[src/design/pld_pkg.sv]
// Shared types and constants for the positional list block.
`timescale 1ns / 1ps
`default_nettype none

package pld_pkg;

  localparam int unsigned DEPTH  = 16;
  localparam int unsigned IDX_W  = $clog2(DEPTH);
  localparam int unsigned CNT_W  = 5;
  localparam int unsigned DATA_W = 32;
  localparam int unsigned POS_W  = 5;
  localparam int unsigned KIND_W = 3;
  localparam int unsigned STAT_W = 2;

  typedef enum logic [KIND_W-1:0] {
    KIND_INS_FRONT = 3'd0,
    KIND_INS_BACK  = 3'd1,
    KIND_INS_POS   = 3'd2,
    KIND_DEL_FRONT = 3'd3,
    KIND_DEL_BACK  = 3'd4,
    KIND_DEL_POS   = 3'd5,
    KIND_COUNT     = 3'd6
  } kind_e;

  typedef enum logic [STAT_W-1:0] {
    STAT_OK     = 2'd0,
    STAT_EMPTY  = 2'd1,
    STAT_BADPOS = 2'd2,
    STAT_FULL   = 2'd3
  } status_e;

  typedef enum logic [1:0] {
    OP_NONE = 2'd0,
    OP_INS  = 2'd1,
    OP_DEL  = 2'd2
  } op_e;

  typedef enum logic [2:0] {
    S_IDLE    = 3'd0,
    S_INS_RD  = 3'd1,
    S_INS_WR  = 3'd2,
    S_DEL_RD0 = 3'd3,
    S_DEL_CAP = 3'd4,
    S_DEL_RD  = 3'd5,
    S_DEL_WR  = 3'd6,
    S_DONE    = 3'd7
  } state_e;

  typedef struct packed {
    logic              we;
    logic [IDX_W-1:0]  waddr;
    logic [DATA_W-1:0] wdata;
    logic [IDX_W-1:0]  raddr;
  } ram_req_t;

endpackage

`default_nettype wire

[src/design/pld_ram.sv]
// Entry storage: one write port and one registered read port.
`timescale 1ns / 1ps
`default_nettype none

module pld_ram (
  input  wire logic                       clk_i,
  input  wire pld_pkg::ram_req_t          req_i,
  output logic [pld_pkg::DATA_W-1:0]      rdata_o
);

  logic [pld_pkg::DATA_W-1:0] mem_q [pld_pkg::DEPTH];

  always_ff @(posedge clk_i) begin
    if (req_i.we) begin
      mem_q[req_i.waddr] <= req_i.wdata;
    end
    rdata_o <= mem_q[req_i.raddr];
  end

endmodule

`default_nettype wire

[src/design/positional_list_insert_delete.sv]
// Top level of the bounded positional list with insert, delete and count operations.
`timescale 1ns / 1ps
`default_nettype none

// The block keeps an ordered list of up to 16 signed 32-bit words in a small
// single-port-write, registered-read memory. Each input item names one
// operation and always yields exactly one result item with a status, the
// word removed by a successful delete (zero otherwise) and the entry count
// after the operation. Inserts and deletes move the entries behind the chosen
// slot one at a time through the memory port, with a read state and then a
// write state per moved entry and one index adder stepping the index pointer.
// A delete first reads and captures the removed word; count queries and
// rejected requests go straight to the result state.
// The input side is ready only while the sequencer is idle, and the result
// sits in an output register so a new item can be taken while it waits.
// No clearing pass is needed after reset: only entries below the count are read.

module positional_list_insert_delete (
  input  wire logic        clk_i,
  input  wire logic        rst_ni,
  // Input items.
  input  wire logic        s_axis_tvalid,
  output logic             s_axis_tready,
  input  wire logic [39:0] s_axis_tdata,   // [4:0] position, [36:5] value, [39:37] zero
  input  wire logic [2:0]  s_axis_tuser,   // [2:0] kind
  // Result items.
  output logic             m_axis_tvalid,
  input  wire logic        m_axis_tready,
  output logic [39:0]      m_axis_tdata,   // [31:0] removed_value, [36:32] entry_count,
                                           // [39:37] zero
  output logic [1:0]       m_axis_tuser    // [1:0] status
);

  localparam int unsigned IW = pld_pkg::IDX_W;
  localparam int unsigned CW = pld_pkg::CNT_W;
  localparam int unsigned DW = pld_pkg::DATA_W;
  localparam logic [CW-1:0] DEPTH_C = CW'(pld_pkg::DEPTH);

  pld_pkg::state_e  state_q, state_d;
  pld_pkg::op_e     op_q, op_d;
  pld_pkg::status_e stat_q, stat_d;
  logic [CW-1:0]    count_q, count_d;
  logic [CW-1:0]    idx_q, idx_d;
  logic [CW-1:0]    slot_q, slot_d;
  logic [DW-1:0]    word_q, word_d;
  logic [DW-1:0]    removed_q, removed_d;

  logic             out_valid_q, out_valid_d;
  logic [CW-1:0]    out_count_q, out_count_d;
  logic [DW-1:0]    out_removed_q, out_removed_d;
  pld_pkg::status_e out_stat_q, out_stat_d;

  pld_pkg::ram_req_t ram_req;
  logic [DW-1:0]     ram_rdata;

  // Input fields.
  pld_pkg::kind_e   in_kind;
  logic [CW-1:0]    in_pos;
  logic [DW-1:0]    in_word;

  // The one shared index unit: step the pointer up or down by one.
  logic             alu_dec;
  logic [CW-1:0]    alu_sum;

  logic             accept;
  logic             load_out;

  assign in_kind = pld_pkg::kind_e'(s_axis_tuser);
  assign in_pos  = s_axis_tdata[CW-1:0];
  assign in_word = s_axis_tdata[CW +: DW];

  assign alu_sum = idx_q + (alu_dec ? {CW{1'b1}} : CW'(1));

  assign s_axis_tready = (state_q == pld_pkg::S_IDLE);
  assign accept        = s_axis_tvalid && s_axis_tready;

  pld_ram u_ram (
    .clk_i   (clk_i),
    .req_i   (ram_req),
    .rdata_o (ram_rdata)
  );

  always_ff @(posedge clk_i or negedge rst_ni) begin
    if (!rst_ni) begin
      state_q     <= pld_pkg::S_IDLE;
      count_q     <= '0;
      out_valid_q <= 1'b0;
    end else begin
      state_q     <= state_d;
      count_q     <= count_d;
      out_valid_q <= out_valid_d;
    end
  end

  always_ff @(posedge clk_i) begin
    op_q          <= op_d;
    stat_q        <= stat_d;
    idx_q         <= idx_d;
    slot_q        <= slot_d;
    word_q        <= word_d;
    removed_q     <= removed_d;
    out_count_q   <= out_count_d;
    out_removed_q <= out_removed_d;
    out_stat_q    <= out_stat_d;
  end

  always_comb begin
    state_d       = state_q;
    op_d          = op_q;
    stat_d        = stat_q;
    count_d       = count_q;
    idx_d         = idx_q;
    slot_d        = slot_q;
    word_d        = word_q;
    removed_d     = removed_q;
    out_valid_d   = out_valid_q;
    out_count_d   = out_count_q;
    out_removed_d = out_removed_q;
    out_stat_d    = out_stat_q;
    alu_dec       = 1'b1;
    load_out      = 1'b0;
    ram_req       = '{we: 1'b0, waddr: slot_q[IW-1:0], wdata: word_q,
                      raddr: alu_sum[IW-1:0]};

    if (out_valid_q && m_axis_tready) begin
      out_valid_d = 1'b0;
    end

    case (state_q)
      pld_pkg::S_IDLE: begin
        if (accept) begin
          op_d      = pld_pkg::OP_NONE;
          stat_d    = pld_pkg::STAT_OK;
          slot_d    = '0;
          word_d    = in_word;
          removed_d = '0;
          idx_d     = count_q;
          case (in_kind)
            pld_pkg::KIND_INS_FRONT, pld_pkg::KIND_INS_BACK, pld_pkg::KIND_INS_POS: begin
              // Full is checked before the position.
              if (count_q >= DEPTH_C) begin
                stat_d = pld_pkg::STAT_FULL;
              end else if (in_kind == pld_pkg::KIND_INS_FRONT) begin
                op_d = pld_pkg::OP_INS;
              end else if (in_kind == pld_pkg::KIND_INS_BACK) begin
                op_d   = pld_pkg::OP_INS;
                slot_d = count_q;
              end else if (in_pos != '0 &&
                           {1'b0, in_pos} <= ({1'b0, count_q} + (CW+1)'(1))) begin
                op_d   = pld_pkg::OP_INS;
                slot_d = in_pos - CW'(1);
              end else begin
                stat_d = pld_pkg::STAT_BADPOS;
              end
            end
            pld_pkg::KIND_DEL_FRONT, pld_pkg::KIND_DEL_BACK, pld_pkg::KIND_DEL_POS: begin
              // Empty is checked before the position.
              if (count_q == '0) begin
                stat_d = pld_pkg::STAT_EMPTY;
              end else if (in_kind == pld_pkg::KIND_DEL_FRONT) begin
                op_d = pld_pkg::OP_DEL;
              end else if (in_kind == pld_pkg::KIND_DEL_BACK) begin
                op_d   = pld_pkg::OP_DEL;
                slot_d = count_q - CW'(1);
              end else if (in_pos != '0 && in_pos <= count_q) begin
                op_d   = pld_pkg::OP_DEL;
                slot_d = in_pos - CW'(1);
              end else begin
                stat_d = pld_pkg::STAT_BADPOS;
              end
            end
            default: begin
              // Count query, and the unused kind code behaves the same way.
            end
          endcase
          case (op_d)
            pld_pkg::OP_INS: state_d = pld_pkg::S_INS_RD;
            pld_pkg::OP_DEL: state_d = pld_pkg::S_DEL_RD0;
            default:         state_d = pld_pkg::S_DONE;
          endcase
        end
      end

      pld_pkg::S_INS_RD: begin
        // Walk from the back toward the slot; at the slot drop in the new word.
        alu_dec = 1'b1;
        if (idx_q == slot_q) begin
          ram_req.we    = 1'b1;
          ram_req.waddr = slot_q[IW-1:0];
          ram_req.wdata = word_q;
          state_d       = pld_pkg::S_DONE;
        end else begin
          ram_req.raddr = alu_sum[IW-1:0];
          state_d       = pld_pkg::S_INS_WR;
        end
      end

      pld_pkg::S_INS_WR: begin
        alu_dec       = 1'b1;
        ram_req.we    = 1'b1;
        ram_req.waddr = idx_q[IW-1:0];
        ram_req.wdata = ram_rdata;
        idx_d         = alu_sum;
        state_d       = pld_pkg::S_INS_RD;
      end

      pld_pkg::S_DEL_RD0: begin
        ram_req.raddr = slot_q[IW-1:0];
        idx_d         = slot_q;
        state_d       = pld_pkg::S_DEL_CAP;
      end

      pld_pkg::S_DEL_CAP: begin
        removed_d = ram_rdata;
        state_d   = pld_pkg::S_DEL_RD;
      end

      pld_pkg::S_DEL_RD: begin
        // Pull the following entry forward until the old back is reached.
        alu_dec = 1'b0;
        if (alu_sum >= count_q) begin
          state_d = pld_pkg::S_DONE;
        end else begin
          ram_req.raddr = alu_sum[IW-1:0];
          state_d       = pld_pkg::S_DEL_WR;
        end
      end

      pld_pkg::S_DEL_WR: begin
        alu_dec       = 1'b0;
        ram_req.we    = 1'b1;
        ram_req.waddr = idx_q[IW-1:0];
        ram_req.wdata = ram_rdata;
        idx_d         = alu_sum;
        state_d       = pld_pkg::S_DEL_RD;
      end

      pld_pkg::S_DONE: begin
        // Hand the result over once the output register is free.
        if (!out_valid_q || m_axis_tready) begin
          load_out = 1'b1;
          case (op_q)
            pld_pkg::OP_INS: count_d = count_q + CW'(1);
            pld_pkg::OP_DEL: count_d = count_q - CW'(1);
            default:         count_d = count_q;
          endcase
          out_valid_d   = 1'b1;
          out_count_d   = count_d;
          out_removed_d = removed_q;
          out_stat_d    = stat_q;
          state_d       = pld_pkg::S_IDLE;
        end
      end

      default: begin
        state_d = pld_pkg::S_IDLE;
      end
    endcase
  end

  assign m_axis_tvalid = out_valid_q;
  assign m_axis_tdata  = {3'b000, out_count_q, out_removed_q};
  assign m_axis_tuser  = out_stat_q;

  // The held count never goes past the capacity.
  a_count_bound: assert property (@(posedge clk_i) disable iff (!rst_ni)
    count_q <= DEPTH_C)
    else $error("held count exceeds capacity");

  // A full report is only ever given with the list at capacity.
  a_full_status: assert property (@(posedge clk_i) disable iff (!rst_ni)
    (load_out && stat_q == pld_pkg::STAT_FULL) |-> (count_q == DEPTH_C))
    else $error("full status with room left");

  // An empty report is only ever given with no entries held.
  a_empty_status: assert property (@(posedge clk_i) disable iff (!rst_ni)
    (load_out && stat_q == pld_pkg::STAT_EMPTY) |-> (count_q == '0))
    else $error("empty status with entries held");

  // Writes stay within the occupied range plus one slot for an insert.
  a_write_range: assert property (@(posedge clk_i) disable iff (!rst_ni)
    ram_req.we |-> ({1'b0, ram_req.waddr} <= (CW+1)'(count_q)))
    else $error("entry write beyond list end");

endmodule

`default_nettype wire
[config.mk]
export PLATFORM = sky130hd
export DESIGN_NAME = positional_list_insert_delete
export DESIGN_NICKNAME = d
export VERILOG_FILES = /design/src/design/pld_pkg.sv /design/src/design/pld_ram.sv /design/src/design/positional_list_insert_delete.sv
export SDC_FILE = /design/constraint.sdc
export NUM_CORES = 1
export LEC_CHECK = 0
export BUFFER_PORTS_ARGS = -buffer_cell sky130_fd_sc_hd__clkbuf_2
export CAP_MARGIN = 40
export CORE_AREA = 2 2 220 222
export DETAILED_ROUTE_END_ITERATION = 8
export DIE_AREA = 0 0 222 224
export PLACE_DENSITY = 0.82
export SLEW_MARGIN = 10
export SYNTH_ARGS = -nofsm -noshare
export SYNTH_HDL_FRONTEND = slang
export SYNTH_HIERARCHICAL = 1
export SYNTH_SLANG_ARGS = --single-unit
[constraint.sdc]
create_clock -name clk_i -period 4.9 [get_ports clk_i]
set_clock_uncertainty 0.1 [all_clocks]
set_input_delay 0.245 -clock clk_i [delete_from_list [all_inputs] [get_ports clk_i]]
set_output_delay 0.245 -clock clk_i [all_outputs]
set_load 0.1 [all_outputs]
Word-level counts from Yosys, hierarchy flattened
Memories as Yosys holds them, arrays and structs flattened. A register that Yosys moved wholly into a read port is not among the register bits.
Cells that the tools add are included.
W data, S select, Z words.
- add/subtract/negate cells: 5
- multipliers: 0
- divide/modulo/power cells: 0
- magnitude comparators: 4
- eq/ne operators: 19
- shift-type cells: 0
- multiplexer cells: 49
- bitwise gates (word level): 0
- reductions and logical operators: 22
- operator list (kind ; number):
    $pmux W37 S2 ; 1
    $pmux W32 S2 ; 1
    $mux W5 ; 10
    $mux W37 ; 1
    $mux W32 ; 1
    $mux W2 ; 14
    $pmux W3 S7 ; 1
    $pmux W5 S2 ; 2
    $eq A3 B3 Y1 const B ; 6
    $pmux W5 S3 ; 1
    $eq A3 B2 Y1 const B ; 4
    $mux W1 ; 10
    $reduce_and A2 Y1 ; 5
    $sub A5 B1 Y5 const B ; 2
    $mux W3 ; 3
    $pmux W2 S2 ; 2
    $add A5 B1 Y6 const B ; 1
    $eq A3 B1 Y1 const B ; 2
    $le A5 B6 Y1 ; 1
    $logic_not A3 Y1 ; 2
    $pmux W3 S2 ; 1
    $reduce_or A2 Y1 ; 3
    $reduce_or A3 Y1 ; 2
    $add A5 B1 Y5 const B ; 1
    other kinds (17) ; 22
- bits in registers: 126
- latch bits: 0
- bits in writable memories: 512
- bits in read-only memories: 0
- input port bits: 47
- output and inout bits: 44
- word-level logic and storage cells: 112
- memories: 1
- memory list (memory ; words ; bits a word ; rd ports ; clocked after Yosys merged registers in ; wr ports ; RTL line ; source):
    u_ram.mem_q ; 16 ; 32 ; 1 ; 1 ; 1 ; pld_ram.sv:11 ; logic [pld_pkg::DATA_W-1:0] mem_q [pld_pkg::DEPTH];

Longest topological paths before layout
- word-level depth: 14
- depth in mapped cells: 14
- depth with buffers taken out: 13

Hierarchy
Netlist, hierarchy kept.
- by module, submodules not included (module ; instances ; cells each ; area an instance (µm²) ; seq. area each (µm²)):
    pld_ram ; 1 ; 838 ; 19835.3 ; 16015.4
    positional_list_insert_delete ; 1 ; 519 ; 6009.5 ; 3738.6

Worst setup path after synthesis
OpenSTA, ideal clock, no wires.
- path kind: reg-to-reg
- start point: register state_q[1]
- end point: register removed_q[0] (enable)
- setup time: 0.375 ns
- arrival: 4.551 ns
- required time: 4.425 ns
- path slack: -0.125 ns
- cell stages (with the launch flop): 6
- path buffers: 1
- period minus slack after synthesis: 5.025 ns
- cell sequence: dfrtp_1 > clkbuf_1 > nor3_1 > nand2_1 > inv_1 > or2_2
- word-level cells in the longest chain between the ends: 4
- elaborated cells on any way between the ends: 6
- classes of those cells: eq/ne (2); reduce/logical (4)
- RTL lines (what ; RTL line ; source):
    start: declaration ; positional_list_insert_delete.sv:39 ; pld_pkg::state_e state_q, state_d;
    start signal: assignment ; positional_list_insert_delete.sv:85 ; state_q <= pld_pkg::S_IDLE;
    start signal: assignment ; positional_list_insert_delete.sv:89 ; state_q <= state_d;
    $logic_not A3 Y1 (*) ; positional_list_insert_delete.sv:74 ; assign s_axis_tready = (state_q == pld_pkg::S_IDLE);
    net s_axis_tready ; positional_list_insert_delete.sv:23 ; output logic s_axis_tready,
    $logic_and A1 B1 Y1 ; positional_list_insert_delete.sv:75 ; assign accept = s_axis_tvalid && s_axis_tready;
    $ne A2 B1 Y1 (no line) ; - ;
    $reduce_and A2 Y1 (no line) (*) ; - ;
    end signal: assignment ; positional_list_insert_delete.sv:101 ; removed_q <= removed_d;
    end: declaration ; positional_list_insert_delete.sv:46 ; logic [DW-1:0] removed_q, removed_d;
The timed path passes the listed nets; every way through them passes the cells marked *.
A chain may end at the register's enable or synchronous reset.

==> summary.txt <==
Status
  • Status: finished, final reports clean

Clocking
  • CTS clock-pin slew for the worst setup and hold paths: 0.07 ns
  • Clock Path Buffers: 3
  • H-tree Lvls: 3
  • Total clock sinks: 670
  • Post-CTS sizing: 0
  • Postcts setup bufs: 0
  • Clock Latency Late Sink: 0.60 ns
  • Root Buffer: clkbuf_16
  • CTS tree: done
  • Cts bufs inserted: 67
  • Post-cts hold buffer count: 39

Job
  • Max-cap check violation count: 0

Floorplan
  • Initial Utilization: 54.59%
  • Area of the die: 49730 µm²
  • Row count: 80
  • Core Area: 47350 µm²
  • Die extent in x: 222 µm
  • I/O pins: 91
  • Chip height: 224 µm

Timing
  • Worst Max-Slew Pin Slew: 0.8898 ns
  • Max_slew headroom: 40.68%
  • Final setup margin: 1.199 ns
  • Fin crit period: 3.701 ns
  • TNS Setup: 0 ns
  • Highest clock rate: 0.2702 GHz
  • Unrepaired setup endpoints after global routing: no
  • Final worst path period share: 75.54%
  • Setup violators final: 0
  • Fin. Hold Viols: 0
  • Pins over their slew limit: 0

Yosys
  • Seq/Total Area, Yosys: 76.43%
  • Synth Instances: 1357
  • Mean post-synth cell area: 19.05 µm²
  • Post-synth EDFFs: 629
  • Yosys cell types: 61
  • Ys Warns: 6
  • Ys flop type: edfxtp_1
  • Synthesized flop and latch total: 670
  • Synth async-reset ratio: 1.343%
  • Post-Syn Area: 25840 µm²

Cells and area
  • Share of cells above drive strength 1: 24.63%
  • Final cell count without fillers: 2186
  • Area growth, synth to finish: 15.79%
  • Layout Nets: 1585
  • Fin area: 29930 µm²
  • N_diodes: 0

Global route
  • Number of global-route vias before repair: 14036
  • Initial antenna violation count: 0
  • Grt total ovfl: 0
  • Pin count of the biggest net entering global routing: 75
  • First-pass GRT wire length: 90740 µm
  • Total track usage: 25.29%

Worst setup path
  • Crit path kind: flip-flop to flip-flop
  • Worst-path maximum fanout: 49
  • CP Launch Point: state_q[0]
  • Endpoint class of the critical path: flip-flop
  • Slowest CP cell: mux2_4
  • Worst path bufs/invs: 1
  • Slowest stage delay, CP: 0.69 ns
  • Critical path cell sequence: and2b_4, o21ai_4, xor2_1, ha_1, mux2_4, buf_4, mux4_2, a22oi_1, nand2_1
  • Startpoint types: flip-flop
  • CP delay by family, top: multiplexers
  • CP required: 5.27 ns
  • Reg-to-Reg Start: state_q[0]
  • Worst EP arrival: 4.07 ns

Hold path
  • Min-Delay Startpoint: s_axis_tdata[4]
  • Min-delay worst type: primary input to flip-flop

Placed design
  • IO buf count: 84
  • Post-DP HPWL: 29490 µm
  • Cells after DPL: 2022
  • Gpl congestion: 0.8363
  • DP Area: 27220 µm²
  • DP Worst Slack: 1.326 ns

Drt
  • Router iterations before antenna repair: 5
  • Detail Route Antenna Nets: 0
  • Total routed wirelength: 61530 µm
  • Initial drt markers: 1747
  • Remaining DRCs: 0
  • Routed wire per std cell: 28.15 µm
  • Vias/cell: 6.353
  • Vias: 13888

Power
  • Pwr dens: 744.5 nW/µm²
  • VDD IR max: 814.2 µV
  • Leak pwr: 10.15 nW
[worst paths after layout]
check                               endpoint  slack [ns]  cells past startpoint
max                        u_ram/rdata_o[23]        1.20                      9
min                                slot_q[4]        0.08                      3
max reg2reg                u_ram/rdata_o[23]        1.20                      9
min reg2reg                out_removed_q[11]        0.32                      0
max in group asynchronous         state_q[1]        3.85                      3
min in group asynchronous         count_q[4]        0.55                      3
[worst register-to-register path, delay by kind of cell, from the launching register on]
family | cells | cell delay [ns]
DFF | 1 | 0.58
muxes | 2 | 1.13
xor gates and xnor gates | 1 | 0.10
AOI/OAI and AO/OA | 2 | 0.44
adders and majority gates | 1 | 0.33
buffers and inverters | 1 | 0.57
and+or+nand+nor | 2 | 0.33
[metal layers]
| layer | up-vias | global-route usage [%] | routed length (µm) | share of wire (%) |
|---|---|---|---|---|
| met3 | 175 | 4.761 | 6266 | 10 |
| met4 | 0 | 9.961 | 2266 | 3.7 |
| met5 | - | 0 | 0 | 0 |
| li1 | 5739 | - | - | - |
| met1 | 7046 | 33.12 | 22040 | 36 |
| met2 | 928 | 42.49 | 30960 | 50 |
[power breakdown]
group / switching (mW) / total, mW / internal, mW
sequential: 0.371 / 7.98 / 7.61
combinational: 5.66 / 8.99 / 3.33
clock: 2.14 / 5.31 / 3.17
[stage by stage]
| step | total power, mW | utilization [%] | hold WS [ns] |
|---|---|---|---|
| after CTS | 22.28 | 63.17 | 0.05159 |
| after detailed placement | 16.67 | 57.50 | 0.01462 |
| after global routing | 23.13 | 63.21 | 0.07612 |
| final | 22.28 | 63.21 | 0.08210 |
| after global placement | 16.36 | 57.46 | 0.01315 |
| after floorplan | 14.29 | - | -0.1506 |
[Yosys cell counts, drive strengths merged (10+ instances only)]
cell,n,area [µm²]
clkbuf,35,132.6
buf,35,192.7
nor2,27,103.9
nand2b,10,70.06
edfxtp,629,18890
nand3,13,65.06
ha,22,275.3
mux4,128,2883
nand2,171,641.9
nor3,10,50.05
o21ai,17,96.34
dfxtp,32,640.6
inv,16,60.05
a22oi,69,518.0
a21oi,11,58.81
and2,33,206.5
[cells by family after synthesis]
kind of cell    after synthesis  synth area share (%)
compound gates              134                 3.752
simple gates                294                 5.306
fa+ha+maj                    22                 1.065
other cells                   1               0.01451
xor+xnor                     16                0.5422
mux                         134                 11.40
buf+inv                      86                 1.491
flops                       670                 76.43
[area by class of cell]
type,count,area (µm²)
flip-flops and latches,670,19750
fillers,3052,17420
multi-input cells,603,5863
clock buffers,89,1862
repair buffers,158,1186
well taps,615,769.5
clock inverters,35,431.7
inverters,16,60.06
[flip-flops by register name, indices dropped and copies added, names as in the netlist]
name           cells
count_q            5
idx_q              5
m_axis_tuser       2
m_axis_tvalid      1
op_q               2
out_count_q        5
out_removed_q     32
removed_q         32
slot_q             5
stat_q             2
state_q            3
u_ram/mem_q      512
u_ram/rdata_o     32
word_q            32
[layout by cell type, fill, tap and decap left out, drive strengths merged, types with 4 or more instances in the layout]
cell type	instances
edfxtp	629
clkbuf	173
nand2	171
mux4	128
a22oi	69
dlygate4sd3	39
buf	35
and2	33
dfxtp	32
nor2	27
ha	22
inv	22
o21ai	17
clkinv	16
nand3	13
a21oi	11
nand2b	10
nor3	10
xor2	9
bufinv	9
dfrtp	9
xnor2	7
nor4	5
o22ai	5
o211ai	5
nor2b	5
mux2i	4
a21o	4
o31ai	4
nand3b	4
clkinvlp	4
Note: power is estimated with default switching activity, not from simulation.
